===== src/rtl/egc_pkg.sv =====
package egc_pkg;

  localparam logic [1:0] FUNC_HALL = 2'd0;
  localparam logic [1:0] FUNC_CAR  = 2'd1;
  localparam logic [1:0] FUNC_TICK = 2'd2;

  localparam int MAX_REPORT = 4;

  typedef enum logic [1:0] {
    DIR_UP   = 2'd0,
    DIR_DOWN = 2'd1,
    DIR_IDLE = 2'd2
  } dir_t;

  typedef struct packed {
    logic load;
    logic scan_step;
    logic add_stop;
    logic tick_step;
    logic cnt_inc;
  } egc_cmd_t;

  typedef struct packed {
    logic out_free;
    logic cnt_last;
    logic cnt_rep;
  } egc_sts_t;

endpackage


===== src/rtl/egc_ctrl.sv =====
module egc_ctrl (
  input  logic             clk,
  input  logic             rst_n,
  input  logic             in_valid,
  output logic             in_ready,
  input  logic [1:0]       in_func,
  input  egc_pkg::egc_sts_t sts,
  output egc_pkg::egc_cmd_t cmd
);
  import egc_pkg::*;

  typedef enum logic [3:0] {
    S_IDLE = 4'b0001,
    S_SCAN = 4'b0010,
    S_ADD  = 4'b0100,
    S_TICK = 4'b1000
  } state_t;

  state_t state_r;
  state_t state_nxt;

  always_comb begin
    state_nxt = state_r;
    cmd       = '0;
    in_ready  = 1'b0;
    unique case (state_r)
      S_IDLE: begin
        in_ready = 1'b1;
        if (in_valid) begin
          cmd.load = 1'b1;
          case (in_func)
            FUNC_HALL: state_nxt = S_SCAN;
            FUNC_CAR:  state_nxt = S_ADD;
            FUNC_TICK: state_nxt = S_TICK;
            default:   state_nxt = S_IDLE;
          endcase
        end
      end
      S_SCAN: begin
        cmd.scan_step = 1'b1;
        if (sts.cnt_last) begin
          state_nxt = S_ADD;
        end else begin
          cmd.cnt_inc = 1'b1;
        end
      end
      S_ADD: begin
        if (sts.out_free) begin
          cmd.add_stop = 1'b1;
          state_nxt    = S_IDLE;
        end
      end
      S_TICK: begin
        if (!sts.cnt_rep || sts.out_free) begin
          cmd.tick_step = 1'b1;
          if (sts.cnt_last) begin
            state_nxt = S_IDLE;
          end else begin
            cmd.cnt_inc = 1'b1;
          end
        end
      end
      default: state_nxt = S_IDLE;
    endcase
  end

  always_ff @(posedge clk) begin
    if (!rst_n) begin
      state_r <= S_IDLE;
    end else begin
      state_r <= state_nxt;
    end
  end

endmodule


===== src/rtl/egc_datapath.sv =====
module egc_datapath #(
  parameter int NUM_CARS   = 4,
  parameter int NUM_FLOORS = 16
) (
  input  logic              clk,
  input  logic              rst_n,
  input  egc_pkg::egc_cmd_t cmd,
  output egc_pkg::egc_sts_t sts,
  input  logic [1:0]        in_func,
  input  logic [3:0]        in_floor,
  input  logic [1:0]        in_hall_direction,
  input  logic [1:0]        in_car,
  output logic              out_valid,
  input  logic              out_ready,
  output logic [1:0]        out_kind,
  output logic [1:0]        out_car_index,
  output logic [3:0]        out_car_floor,
  output logic [1:0]        out_car_direction,
  output logic              out_stopped,
  output logic              out_last
);
  import egc_pkg::*;

  localparam int CW   = (NUM_CARS > 1) ? $clog2(NUM_CARS) : 1;
  localparam int PW   = $clog2(NUM_FLOORS);
  localparam int DW   = (PW > 4) ? PW : 4;
  localparam int NREP = (NUM_CARS < MAX_REPORT) ? NUM_CARS : MAX_REPORT;

  logic [PW-1:0]         pos_r  [NUM_CARS];
  dir_t                  head_r [NUM_CARS];
  logic [NUM_FLOORS-1:0] up_r   [NUM_CARS];
  logic [NUM_FLOORS-1:0] dn_r   [NUM_CARS];

  logic [1:0]    func_r;
  logic [3:0]    floor_r;
  logic [1:0]    dir_r;
  logic [1:0]    car_r;
  logic [CW-1:0] cnt_r;
  logic [CW-1:0] best_r;
  logic [DW-1:0] best_dist_r;
  logic          found_r;

  logic          out_valid_r;
  logic [1:0]    out_kind_r;
  logic [1:0]    out_index_r;
  logic [3:0]    out_floor_r;
  logic [1:0]    out_dir_r;
  logic          out_stopped_r;
  logic          out_last_r;

  logic [2:0]            car3;
  logic [CW-1:0]         car_idx;
  logic                  car_ok;
  logic [CW-1:0]         tgt;
  logic [2:0]            tgt3;
  logic [2:0]            cnt3;
  logic [CW-1:0]         idx;
  logic [PW-1:0]         p;
  dir_t                  h;
  logic                  up_any;
  logic                  dn_any;
  logic [DW-1:0]         pe;
  logic [DW-1:0]         fe;
  logic [DW-1:0]         gap;
  logic                  eligible;
  logic                  floor_ok;
  logic [PW-1:0]         fidx;
  dir_t                  h_new;
  logic [PW-1:0]         p_new;
  logic [DW-1:0]         p_new_ext;
  logic                  hit;
  logic [NUM_FLOORS-1:0] up_new;
  logic [NUM_FLOORS-1:0] dn_new;
  logic                  add_ok;
  logic                  out_load;

  assign car3    = 3'(car_r);
  assign car_idx = car3[CW-1:0];
  assign car_ok  = (4'(car_r) < 4'(NUM_CARS));
  assign tgt     = (func_r == FUNC_CAR) ? car_idx : best_r;
  assign tgt3    = 3'(best_r);
  assign cnt3    = 3'(cnt_r);
  assign idx     = cmd.add_stop ? tgt : cnt_r;

  assign p      = pos_r[idx];
  assign h      = head_r[idx];
  assign up_any = |up_r[idx];
  assign dn_any = |dn_r[idx];

  assign pe       = DW'(p);
  assign fe       = DW'(floor_r);
  assign gap      = (pe > fe) ? (pe - fe) : (fe - pe);
  assign eligible = (h == dir_r) || ((h == DIR_IDLE) && !up_any && !dn_any);
  assign floor_ok = (7'(floor_r) < 7'(NUM_FLOORS));
  assign fidx     = fe[PW-1:0];
  assign add_ok   = floor_ok && ((func_r == FUNC_HALL) || car_ok);

  always_comb begin
    h_new = h;
    case (h)
      DIR_UP: begin
        if (!up_any) begin
          h_new = dn_any ? DIR_DOWN : DIR_IDLE;
        end
      end
      DIR_DOWN: begin
        if (!dn_any) begin
          h_new = up_any ? DIR_UP : DIR_IDLE;
        end
      end
      default: begin
        if (up_any) begin
          h_new = DIR_UP;
        end else if (dn_any) begin
          h_new = DIR_DOWN;
        end
      end
    endcase
  end

  always_comb begin
    p_new  = p;
    hit    = 1'b0;
    up_new = up_r[idx];
    dn_new = dn_r[idx];
    if (cmd.add_stop) begin
      if (fidx > p) begin
        up_new[fidx] = 1'b1;
      end else if (fidx < p) begin
        dn_new[fidx] = 1'b1;
      end
    end else if ((h_new == DIR_UP) && (p != PW'(NUM_FLOORS - 1))) begin
      p_new = p + 1'b1;
      hit   = up_r[idx][p_new];
      up_new[p_new] = 1'b0;
    end else if ((h_new == DIR_DOWN) && (p != '0)) begin
      p_new = p - 1'b1;
      hit   = dn_r[idx][p_new];
      dn_new[p_new] = 1'b0;
    end
  end

  assign p_new_ext = DW'(p_new);

  assign sts.cnt_last = (cnt_r == CW'(NUM_CARS - 1));
  assign sts.cnt_rep  = (4'(cnt_r) < 4'(NREP));
  assign sts.out_free = !out_valid_r || out_ready;

  assign out_load = cmd.add_stop || (cmd.tick_step && sts.cnt_rep);

  always_ff @(posedge clk) begin
    if (!rst_n) begin
      for (int i = 0; i < NUM_CARS; i++) begin
        pos_r[i]  <= '0;
        head_r[i] <= DIR_IDLE;
        up_r[i]   <= '0;
        dn_r[i]   <= '0;
      end
    end else if (cmd.tick_step) begin
      pos_r[idx]  <= p_new;
      head_r[idx] <= h_new;
      up_r[idx]   <= up_new;
      dn_r[idx]   <= dn_new;
    end else if (cmd.add_stop && add_ok) begin
      up_r[idx] <= up_new;
      dn_r[idx] <= dn_new;
    end
  end

  always_ff @(posedge clk) begin
    if (!rst_n) begin
      cnt_r   <= '0;
      found_r <= 1'b0;
    end else if (cmd.load) begin
      cnt_r   <= '0;
      found_r <= 1'b0;
    end else begin
      if (cmd.cnt_inc) begin
        cnt_r <= cnt_r + 1'b1;
      end
      if (cmd.scan_step && eligible && (!found_r || (gap < best_dist_r))) begin
        found_r <= 1'b1;
      end
    end
  end

  always_ff @(posedge clk) begin
    if (cmd.load) begin
      func_r  <= in_func;
      floor_r <= in_floor;
      dir_r   <= in_hall_direction;
      car_r   <= in_car;
      best_r  <= '0;
    end else if (cmd.scan_step && eligible && (!found_r || (gap < best_dist_r))) begin
      best_r      <= cnt_r;
      best_dist_r <= gap;
    end
  end

  always_ff @(posedge clk) begin
    if (!rst_n) begin
      out_valid_r <= 1'b0;
    end else if (out_load) begin
      out_valid_r <= 1'b1;
    end else if (out_ready) begin
      out_valid_r <= 1'b0;
    end
  end

  always_ff @(posedge clk) begin
    if (out_load) begin
      out_kind_r <= func_r;
      if (cmd.tick_step) begin
        out_index_r   <= cnt3[1:0];
        out_floor_r   <= p_new_ext[3:0];
        out_dir_r     <= h_new;
        out_stopped_r <= hit;
        out_last_r    <= (cnt_r == CW'(NREP - 1));
      end else begin
        out_index_r   <= (func_r == FUNC_CAR) ? car_r : tgt3[1:0];
        out_floor_r   <= floor_r;
        out_dir_r     <= 2'd0;
        out_stopped_r <= 1'b0;
        out_last_r    <= 1'b1;
      end
    end
  end

  assign out_valid         = out_valid_r;
  assign out_kind          = out_kind_r;
  assign out_car_index     = out_index_r;
  assign out_car_floor     = out_floor_r;
  assign out_car_direction = out_dir_r;
  assign out_stopped       = out_stopped_r;
  assign out_last          = out_last_r;

  // The output register must never be overwritten while it holds an untaken transaction.
  a_no_overwrite: assert property (@(posedge clk) disable iff (!rst_n)
    out_load |-> (!out_valid_r || out_ready))
    else $error("result register overwritten");

  a_cnt_range: assert property (@(posedge clk) disable iff (!rst_n)
    cnt_r <= CW'(NUM_CARS - 1))
    else $error("car counter out of range");

  a_tick_last: assert property (@(posedge clk) disable iff (!rst_n)
    (out_valid_r && (out_kind_r == FUNC_TICK) && out_last_r) |->
      (3'(out_index_r) == 3'(NREP - 1)))
    else $error("tick report ends on the wrong car");

  a_step_excl: assert property (@(posedge clk) disable iff (!rst_n)
    !(cmd.tick_step && (cmd.add_stop || cmd.scan_step || cmd.load)))
    else $error("conflicting datapath commands");

endmodule


===== src/rtl/elevator_group_controller.sv =====
// Nearest-car dispatcher for a group of NUM_CARS cars over NUM_FLOORS floors. A hall request
// (in_func 0) scans the cars one per cycle and then delivers one transaction naming the
// chosen car; a car request (in_func 1) delivers one transaction, and a tick (in_func 2)
// steps one car per cycle, pausing while a reported car's result waits on the output
// register, and delivers one transaction for each of the first MAX_REPORT cars (all cars if
// fewer) with out_last on the final one. All cars share a single evaluation unit, and a
// stalled out_ready holds the block. in_func 3 is accepted and produces no transaction. The
// next item is taken once the previous one has finished its work, even while its last
// result still waits on the output register.
module elevator_group_controller #(
  parameter int NUM_CARS   = 4,
  parameter int NUM_FLOORS = 16
) (
  input  logic       clk,
  input  logic       rst_n,
  input  logic       in_valid,
  output logic       in_ready,
  input  logic [1:0] in_func,
  input  logic [3:0] in_floor,
  input  logic [1:0] in_hall_direction,
  input  logic [1:0] in_car,
  output logic       out_valid,
  input  logic       out_ready,
  output logic [1:0] out_kind,
  output logic [1:0] out_car_index,
  output logic [3:0] out_car_floor,
  output logic [1:0] out_car_direction,
  output logic       out_stopped,
  output logic       out_last
);
  import egc_pkg::*;

  egc_cmd_t cmd;
  egc_sts_t sts;

  egc_ctrl u_ctrl (
    .clk      (clk),
    .rst_n    (rst_n),
    .in_valid (in_valid),
    .in_ready (in_ready),
    .in_func  (in_func),
    .sts      (sts),
    .cmd      (cmd)
  );

  egc_datapath #(
    .NUM_CARS   (NUM_CARS),
    .NUM_FLOORS (NUM_FLOORS)
  ) u_datapath (
    .clk               (clk),
    .rst_n             (rst_n),
    .cmd               (cmd),
    .sts               (sts),
    .in_func           (in_func),
    .in_floor          (in_floor),
    .in_hall_direction (in_hall_direction),
    .in_car            (in_car),
    .out_valid         (out_valid),
    .out_ready         (out_ready),
    .out_kind          (out_kind),
    .out_car_index     (out_car_index),
    .out_car_floor     (out_car_floor),
    .out_car_direction (out_car_direction),
    .out_stopped       (out_stopped),
    .out_last          (out_last)
  );

endmodule


===== config.mk =====
export PLATFORM = sky130hd
export DESIGN_NAME = elevator_group_controller
export DESIGN_NICKNAME = d
export VERILOG_FILES = /design/src/rtl/egc_pkg.sv /design/src/rtl/egc_ctrl.sv /design/src/rtl/egc_datapath.sv /design/src/rtl/elevator_group_controller.sv
export SDC_FILE = /design/constraint.sdc
export NUM_CORES = 1
export LEC_CHECK = 0
export ABC_AREA = 0
export BUFFER_PORTS_ARGS = -buffer_cell sky130_fd_sc_hd__buf_2
export CAP_MARGIN = 10
export CORE_AREA = 8 8 183 185
export DETAILED_ROUTE_END_ITERATION = 8
export DIE_AREA = 0 0 191 193
export PLACE_DENSITY = 0.61
export SLEW_MARGIN = 10
export SYNTH_ARGS = -nofsm -noshare
export SYNTH_HDL_FRONTEND = slang
export SYNTH_HIERARCHICAL = 1
export SYNTH_SLANG_ARGS = --single-unit

===== constraint.sdc =====
create_clock -name clk -period 14 [get_ports clk]
set_input_delay 0.7 -clock clk [delete_from_list [all_inputs] [get_ports clk]]
set_output_delay 0.7 -clock clk [all_outputs]
set_load 0.1 [all_outputs]

==> run_results.csv, run 1 <==
group,metric,value,unit
detailed_routing,dr.pass1.iters,5,
clock_tree,root_buffer,"clkbuf_16",
final_layout,syn_to_final_growth,10.7,%
logic_synthesis,ys_types,79,
placement,hpwl,18700,um
placement,gp_congestion,0.961,
logic_synthesis,synth_top_area_share,0.507,
worst_setup_path,startpoint,"u_ctrl/state_r[3]",
timing,setup_viol,0,
timing,worst_clock_skew,0.00849,ns
logic_synthesis,synth.avg_cell_area,11.3,sq um
placement,dp_slack,6.60,ns
global_routing,grt_pass1_wl,45000,um
clock_tree,hold_buffers,0,
die,io_pins,28,
worst_setup_path,crit_path_end,"u_datapath/best_dist_r[0]",
detailed_routing,drt_wl_total,28400,um
timing,rsz0062_at_grt,"false",
power_and_ir_drop,seq_power_share,0.470,
logic_synthesis,synth_area_leaders,"edfxtp_1 (51%), a221oi_1 (5.4%), nor2b_1 (4.6%)",
placement,placed_area,11100,sq um
worst_setup_path,critPathSlowestCell,"a211o_2",
final_layout,final_nets,968,
worst_setup_path,cp-end-kind,"register",
logic_synthesis,synthTopCellsByCount,"edfxtp_1 (178), nor2_1 (122), nor2b_1 (78)",
power_and_ir_drop,p_sw_frac,0.267,
final_layout,antenna_cells,0,
timing,setup_ws,6.96,ns
logic_synthesis,yosys.area.top_type,"edfxtp_1",
logic_synthesis,ys_seq_area_frac,0.526,
worst_setup_path,worstSetupPathType,"register to register",
worst_setup_path,required,14.09,ns
final_layout,final_cell_area,11700,sq um
final_layout,post-route-util,0.379,
hold_path,holdPathStages,1,
power_and_ir_drop,pwr-share-clk,0.379,
die,initial_core_util,0.342,
final_layout,layout-drive-gt1-share,0.156,
hold_path,hold_class,"primary input to register",
die,die_area,36900,sq um
logic_synthesis,synthFlopType,"edfxtp_1",
detailed_routing,wire_per_inst,21.1,um
clock_tree,clk_pin_slew,0.07,ns
status,outcome,"finished, final reports clean",
timing,min_period,7.04,ns
final_layout,fillers,2993,
clock_tree,cts.sinks,188,
power_and_ir_drop,peakVddDrop,0.0771,mV
logic_synthesis,syn-cell-area,10500,sq um
clock_tree,tritoncts,"built",
timing,max_freq,142,MHz
clock_tree,numCtsBuffers,17,
worst_setup_path,cp_cell_sequence,"nor2_1, and4b_1, buf_4, nor4bb_1, a211o_2, a21oi_1, a22oi_2, inv_1, fa_1, nor2b_1, o21ai_0, a21oi_1, mux2i_1, a221o_1, a221oi_1, xnor2_1, ha_1, nor2b_1, o21ai_0, o2111ai_1, nor2_1",
worst_setup_path,max_stage_delay,0.87,ns
timing,slew-limit-headroom,0.151,
detailed_routing,ant_nets,0,
final_layout,stdcell_count,1350,
power_and_ir_drop,p_leak,0.00415,uW
worst_setup_path,worstPathMaxFanout,43,
clock_tree,h-tree-depth,4,
die,coreArea,30800,sq um
detailed_routing,drtIter0Drc,688,
logic_synthesis,syn_nets,963,
timing,worst_pin_slew,1.26,ns
logic_synthesis,synthCells,931,
power_and_ir_drop,p_per_area,119,nW/um^2
placement,placed_cells,1319,
worst_setup_path,reg2reg_to,"u_datapath/best_dist_r[0]",
clock_tree,clk_path_buf_depth,2,
logic_synthesis,synthArstFlopShare,0,
run,drv_cap,0,
global_routing,grt_max_degree,78,
global_routing,overflow,0,
worst_setup_path,startpoint_type,"register",
detailed_routing,drc,0,
power_and_ir_drop,p_int,1020,uW
detailed_routing,via_count,7664,
die,fp.dieW,191,um
timing,fin_crit_sh,0.503,
worst_setup_path,reg2reg_depth,21,
logic_synthesis,ys_ff_latch,188,
worst_setup_path,worstReg2RegStart,"u_ctrl/state_r[3]",
clock_tree,cts_setup_buffers,0,
global_routing,globalRouteTotalUtil,0.157,
timing,finalHoldViolations,0,
global_routing,antenna_found_initial,0,
die,die_h,193,um
power_and_ir_drop,p_switching,370,uW
worst_setup_path,arrival,7.13,ns
die,row_count,65,
timing,slew_violations,0,
placement,port_buffers,27,
clock_tree,post_cts_resized,0,
worst_setup_path,regToRegSetupSlack,6.96,ns
power_and_ir_drop,pwr-share-comb,0.151,
detailed_routing,vias_per_cell,5.68,
clock_tree,clk_latency,0.43,ns
global_routing,grt_pass1_vias,7792,
timing,setup_tns,0,ns
logic_synthesis,yosys_warnings,6,
logic_synthesis,synth_most_common_cell,"edfxtp_1",
logic_synthesis,synth_edf_count,178,
## worst max-delay path: cells and delay by family (launching register included)
family                   cells  cell delay [ns]
AO/OA/AOI/OAI                9             3.12
XOR/XNOR                     1             0.20
adder cells (fa/ha/maj)      2             0.73
buffers and inverters        2             0.50
flip-flops                   1             0.40
multiplexers                 1             0.16
AND/OR/NAND/NOR              6             1.57
## flip-flops by register name (all words and copies together) (netlist names)
register / cells
u_datapath/out_car_floor: 4
u_datapath/best_r: 2
u_datapath/best_dist_r: 4
u_datapath/head_r: 8
u_datapath/dn_r: 64
u_datapath/out_last: 1
u_datapath/pos_r: 16
u_datapath/car_idx: 2
u_datapath/up_r: 64
u_datapath/cnt_r: 2
u_ctrl/state_r: 4
u_datapath/fe: 4
u_datapath/out_kind: 2
u_datapath/out_car_direction: 2
u_datapath/out_stopped: 1
u_datapath/dir_r: 2
u_datapath/out_valid: 1
u_datapath/func_r: 2
u_datapath/out_car_index: 2
u_datapath/found_r: 1
## power groups by stage
stage | Combinational [uW] | Clock [uW] | Sequential [uW]
final | 209 | 527 | 653
after global routing | 225 | 559 | 656
after CTS | 208 | 536 | 653
after detailed placement | 207 | 0 | 665
after global placement | 205 | 0 | 664
after floorplan | 147 | 0 | 668
## layout by cell type, fill, tap and decap left out, types with 8 or more instances in the layout
master	count
buf_4	14
nand3_1	24
dfxtp_1	10
nor2_1	122
o21ai_0	19
o311ai_2	8
or2_2	21
nor2b_1	78
xnor2_1	9
a21oi_1	32
ha_1	16
or3_1	8
nand2_1	33
mux4_2	8
mux2i_1	23
o22ai_1	18
o31ai_4	9
edfxtp_1	178
a21o_1	8
buf_2	27
inv_1	34
clkbuf_16	17
and3_1	32
a221oi_1	65
nor3_1	26
## per-layer routing
layer	routed length (um)	global-route usage
met5	0	0
met4	430	0.0427
met2	13500	0.258
met3	1640	0.0306
met1	12800	0.209
## logic make-up (layout without fill, tap and decap cells)
logic type	Yosys count	in the layout	synth area share
flip-flops	188	188	0.526
multiplexers	34	34	0.0434
AO/OA/AOI/OAI	202	202	0.162
XOR/XNOR	12	12	0.00997
buffers and inverters	91	108	0.0401
adder cells (fa/ha/maj)	18	18	0.0228
AND/OR/NAND/NOR	385	385	0.196
other	1	1	0.000356
## cell type report
type	instances	area, sq um	area share
sequential	188	5550	0.475
clock inverter	13	198	0.0169
multi-input combinational	652	4620	0.396
clock buffer	18	429	0.0368
timing repair buffer	41	240	0.0206
tap	402	503	0.0431
inverter	36	138	0.0118
## worst min path at each step
| stage | to | startpoint |
|---|---|---|
| 3_3_place_gp | u_datapath/found_r | u_datapath/found_r |
| 6_report | u_datapath/fe[3] | in_floor[3] |
| 5_1_grt | u_datapath/fe[1] | in_floor[1] |
| 4_1_cts | u_datapath/fe[3] | in_floor[3] |
| 3_5_place_dp | u_datapath/found_r | u_datapath/found_r |
| 2_1_floorplan | u_datapath/found_r | u_datapath/found_r |
## per-stage QoR
| step | total power, uW | hold slack [ns] |
|---|---|---|
| after global placement | 869 | 0.451 |
| after detailed placement | 872 | 0.466 |
| final | 1390 | 0.449 |
| after global routing | 1440 | 0.424 |
| after CTS | 1400 | 0.431 |
| after floorplan | 815 | 0.430 |
No activity file was read; power rests on OpenSTA's default activity.
==> run 2: changes to the inputs <==
--- a/config.mk
+++ b/config.mk
@@ -5,12 +5,12 @@
 export SDC_FILE = /design/constraint.sdc
 export NUM_CORES = 1
 export LEC_CHECK = 0
-export ABC_AREA = 0
+export ABC_AREA = 1
 export BUFFER_PORTS_ARGS = -buffer_cell sky130_fd_sc_hd__buf_2
 export CAP_MARGIN = 10
-export CORE_AREA = 8 8 183 185
+export CORE_AREA = 8 8 188 190
 export DETAILED_ROUTE_END_ITERATION = 8
-export DIE_AREA = 0 0 191 193
+export DIE_AREA = 0 0 196 198
 export PLACE_DENSITY = 0.61
 export SLEW_MARGIN = 10
 export SYNTH_ARGS = -nofsm -noshare
==> constraint.sdc (replaced) <==
create_clock -name clk -period 6.55 [get_ports clk]
set_input_delay 0.3275 -clock clk [delete_from_list [all_inputs] [get_ports clk]]
set_output_delay 0.3275 -clock clk [all_outputs]
set_load 0.1 [all_outputs]
==> run_results.csv, run 2 <==
group,metric,value,unit
status,outcome,"finished, final reports clean",
clock_tree,tritoncts,"built",
power_and_ir_drop,p_leak,0.00527,uW
final_layout,antenna_cells,0,
final_layout,syn_to_final_growth,9.79,%
detailed_routing,vias_per_cell,5.21,
detailed_routing,ant_nets,0,
logic_synthesis,ys_seq_area_frac,0.497,
logic_synthesis,synth.avg_cell_area,7.83,sq um
detailed_routing,drt_wl_total,31100,um
clock_tree,clk_path_buf_depth,2,
logic_synthesis,yosys.area_share.xor_xnor,0.00605,
clock_tree,h-tree-depth,4,
clock_tree,clk_latency,0.44,ns
logic_synthesis,synthTopCellsByCount,"nand2_1 (402), nor2_1 (198), nand3_1 (181)",
global_routing,globalRouteTotalUtil,0.160,
global_routing,grt_pass1_wl,49000,um
logic_synthesis,ys_types,43,
timing,slew_violations,0,
worst_setup_path,arrival,6.07,ns
die,coreArea,32200,sq um
worst_setup_path,startpoint,"u_ctrl/state_r[2]",
worst_setup_path,critPathSlowestCell,"nor2_1",
timing,slew-limit-headroom,0.275,
worst_setup_path,max_stage_delay,0.68,ns
placement,dp_slack,0.670,ns
timing,worst_pin_slew,1.08,ns
die,die_area,38800,sq um
logic_synthesis,synth_most_common_cell,"nand2_1",
logic_synthesis,synthFlopType,"edfxtp_1",
die,io_pins,28,
power_and_ir_drop,peakVddDrop,0.193,mV
global_routing,antenna_found_initial,0,
detailed_routing,drtIter0Drc,967,
timing,max_freq,167,MHz
die,row_count,66,
placement,port_buffers,27,
final_layout,reg.largest.list,"u_datapath/dn_r (64), u_datapath/up_r (64), u_datapath/pos_r (16)",
logic_synthesis,synth-adder-area-share,0.0215,
clock_tree,cts_setup_buffers,0,
logic_synthesis,synth_top_family_by_area,"simple AND/OR/NAND/NOR gates",
clock_tree,cts.sinks,188,
timing,rsz0062_at_grt,"false",
logic_synthesis,yosys_warnings,6,
worst_setup_path,required,6.65,ns
timing,setup_tns,0,ns
detailed_routing,drc,0,
timing,fin_crit_sh,0.912,
hold_path,min_from,"in_hall_direction[0]",
logic_synthesis,synth-simple-area-share,0.313,
logic_synthesis,syn-cell-area,11200,sq um
placement,hpwl,20700,um
timing,setup_ws,0.576,ns
detailed_routing,via_count,9610,
clock_tree,clk_pin_slew,0.08,ns
final_layout,final_cell_mix,"nand2_1 (399), nor2_1 (197), nand3_1 (181)",
final_layout,layout-drive-gt1-share,0.100,
logic_synthesis,ys_ff_latch,188,
power_and_ir_drop,p_per_area,392,nW/um^2
clock_tree,root_buffer,"clkbuf_16",
logic_synthesis,synth_compound_area_frac,0.0720,
logic_synthesis,yosys.area.top_type,"edfxtp_1",
die,initial_core_util,0.347,
die,fp.dieW,196,um
timing,finalHoldViolations,0,
placement,gp_congestion,0.917,
global_routing,grt_pass1_vias,8930,
logic_synthesis,synthArstFlopShare,0,
global_routing,overflow,0,
logic_synthesis,synth_top_area_share,0.479,
clock_tree,numCtsBuffers,17,
clock_tree,post_cts_resized,0,
worst_setup_path,worstPathMaxFanout,57,
worst_setup_path,worstReg2RegStart,"u_ctrl/state_r[2]",
timing,setup_viol,0,
timing,min_period,5.97,ns
worst_setup_path,worstSetupPathType,"register to register",
timing,worst_clock_skew,0.0118,ns
clock_tree,hold_buffers,0,
die,die_h,198,um
worst_setup_path,cp-end-kind,"register",
run,drv_cap,0,
logic_synthesis,synth_area_leaders,"edfxtp_1 (48%), nand2_1 (14%), nand3_1 (8.1%)",
global_routing,grt_max_degree,59,
worst_setup_path,startpoint_type,"register",
logic_synthesis,synth_edf_count,178,
logic_synthesis,muxShareOfSynthArea,0.00179,
logic_synthesis,synthCells,1427,
logic_synthesis,syn_nets,1459,
detailed_routing,wire_per_inst,16.9,um
final_layout,final_nets,1457,
detailed_routing,dr.pass1.iters,6,
final_layout,layout_commonest_cell,"nand2_1",
hold_path,hold_class,"primary input to register",
==> run 2: cell count changes after synthesis, sizes merged, moves of 23 or more <==
| cell | change |
|---|---|
| a221oi | -65 |
| and3 | -32 |
| inv | +138 |
| mux2i | -23 |
| nand2 | +378 |
| nand3 | +159 |
| nor2 | +84 |
| nor2b | -78 |
| o21ai | +61 |
==> run 2: metal layers <==
metal | vias to the layer above | GRT usage | routed length (um)
met3 | 46 | 0.0204 | 1860
li1 | 4636 | - | -
met4 | 0 | 0.0556 | 614
met5 | - | 0 | 0
met2 | 341 | 0.269 | 14900
met1 | 4587 | 0.209 | 13800
==> run 2: through the flow <==
step | hold WS, ns | utilization | area, sq um | total power [uW] | std cells
5_1_grt | 0.0465 | 0.381 | 12300 | 5100 | 1846
2_1_floorplan | 0.412 | - | 11200 | 3170 | 1427
4_1_cts | 0.0502 | 0.381 | 12300 | 4790 | 1846
3_5_place_dp | 0.455 | 0.362 | 11700 | 3720 | 1814
6_report | 0.0668 | 0.381 | 12300 | 4810 | 1846
3_3_place_gp | 0.460 | 0.362 | 11700 | 3690 | 1814
==> run 2: final timing paths <==
kind,endpoint,slack (ns),cells past startpoint
setup / recovery,u_datapath/best_dist_r[1],0.58,26
hold / removal,u_datapath/dir_r[0],0.07,1
setup reg to reg,u_datapath/best_dist_r[1],0.58,26
hold reg to reg,u_datapath/best_r[1],0.47,2
==> run 2: cells by family (layout without fill, tap and decap cells) <==
| group | count (synthesis) | in the layout |
|---|---|---|
| compound gates | 142 | 142 |
| xor+xnor | 6 | 6 |
| fa+ha+maj | 18 | 18 |
| buf+inv | 242 | 253 |
| flops | 188 | 188 |
| mux | 2 | 2 |
| other cells | 1 | 1 |
| simple gates | 828 | 828 |
==> run 2: area by class of cell <==
cell class | count | area [sq um]
well taps | 408 | 510
clock buffers | 20 | 478
multi-input cells | 997 | 4670
flip-flops and latches | 188 | 5550
clock inverters | 12 | 126
fillers | 3280 | 19900
inverters | 176 | 661
repair buffers | 45 | 270
==> run 2: worst max-delay path, delay by kind of cell, from the launching register on <==
family,cells,cell delay (ns)
flip-flops,1,0.40
XOR/XNOR,1,0.15
adder cells (fa/ha/maj),3,0.95
buffers and inverters,6,1.22
AND/OR/NAND/NOR,10,2.02
AO/OA/AOI/OAI,6,0.86
==> run 2: report_power, final <==
group / internal, uW / switching [uW]
Combinational: 585 / 1630
Sequential: 1450 / 68.7
Clock: 578 / 488
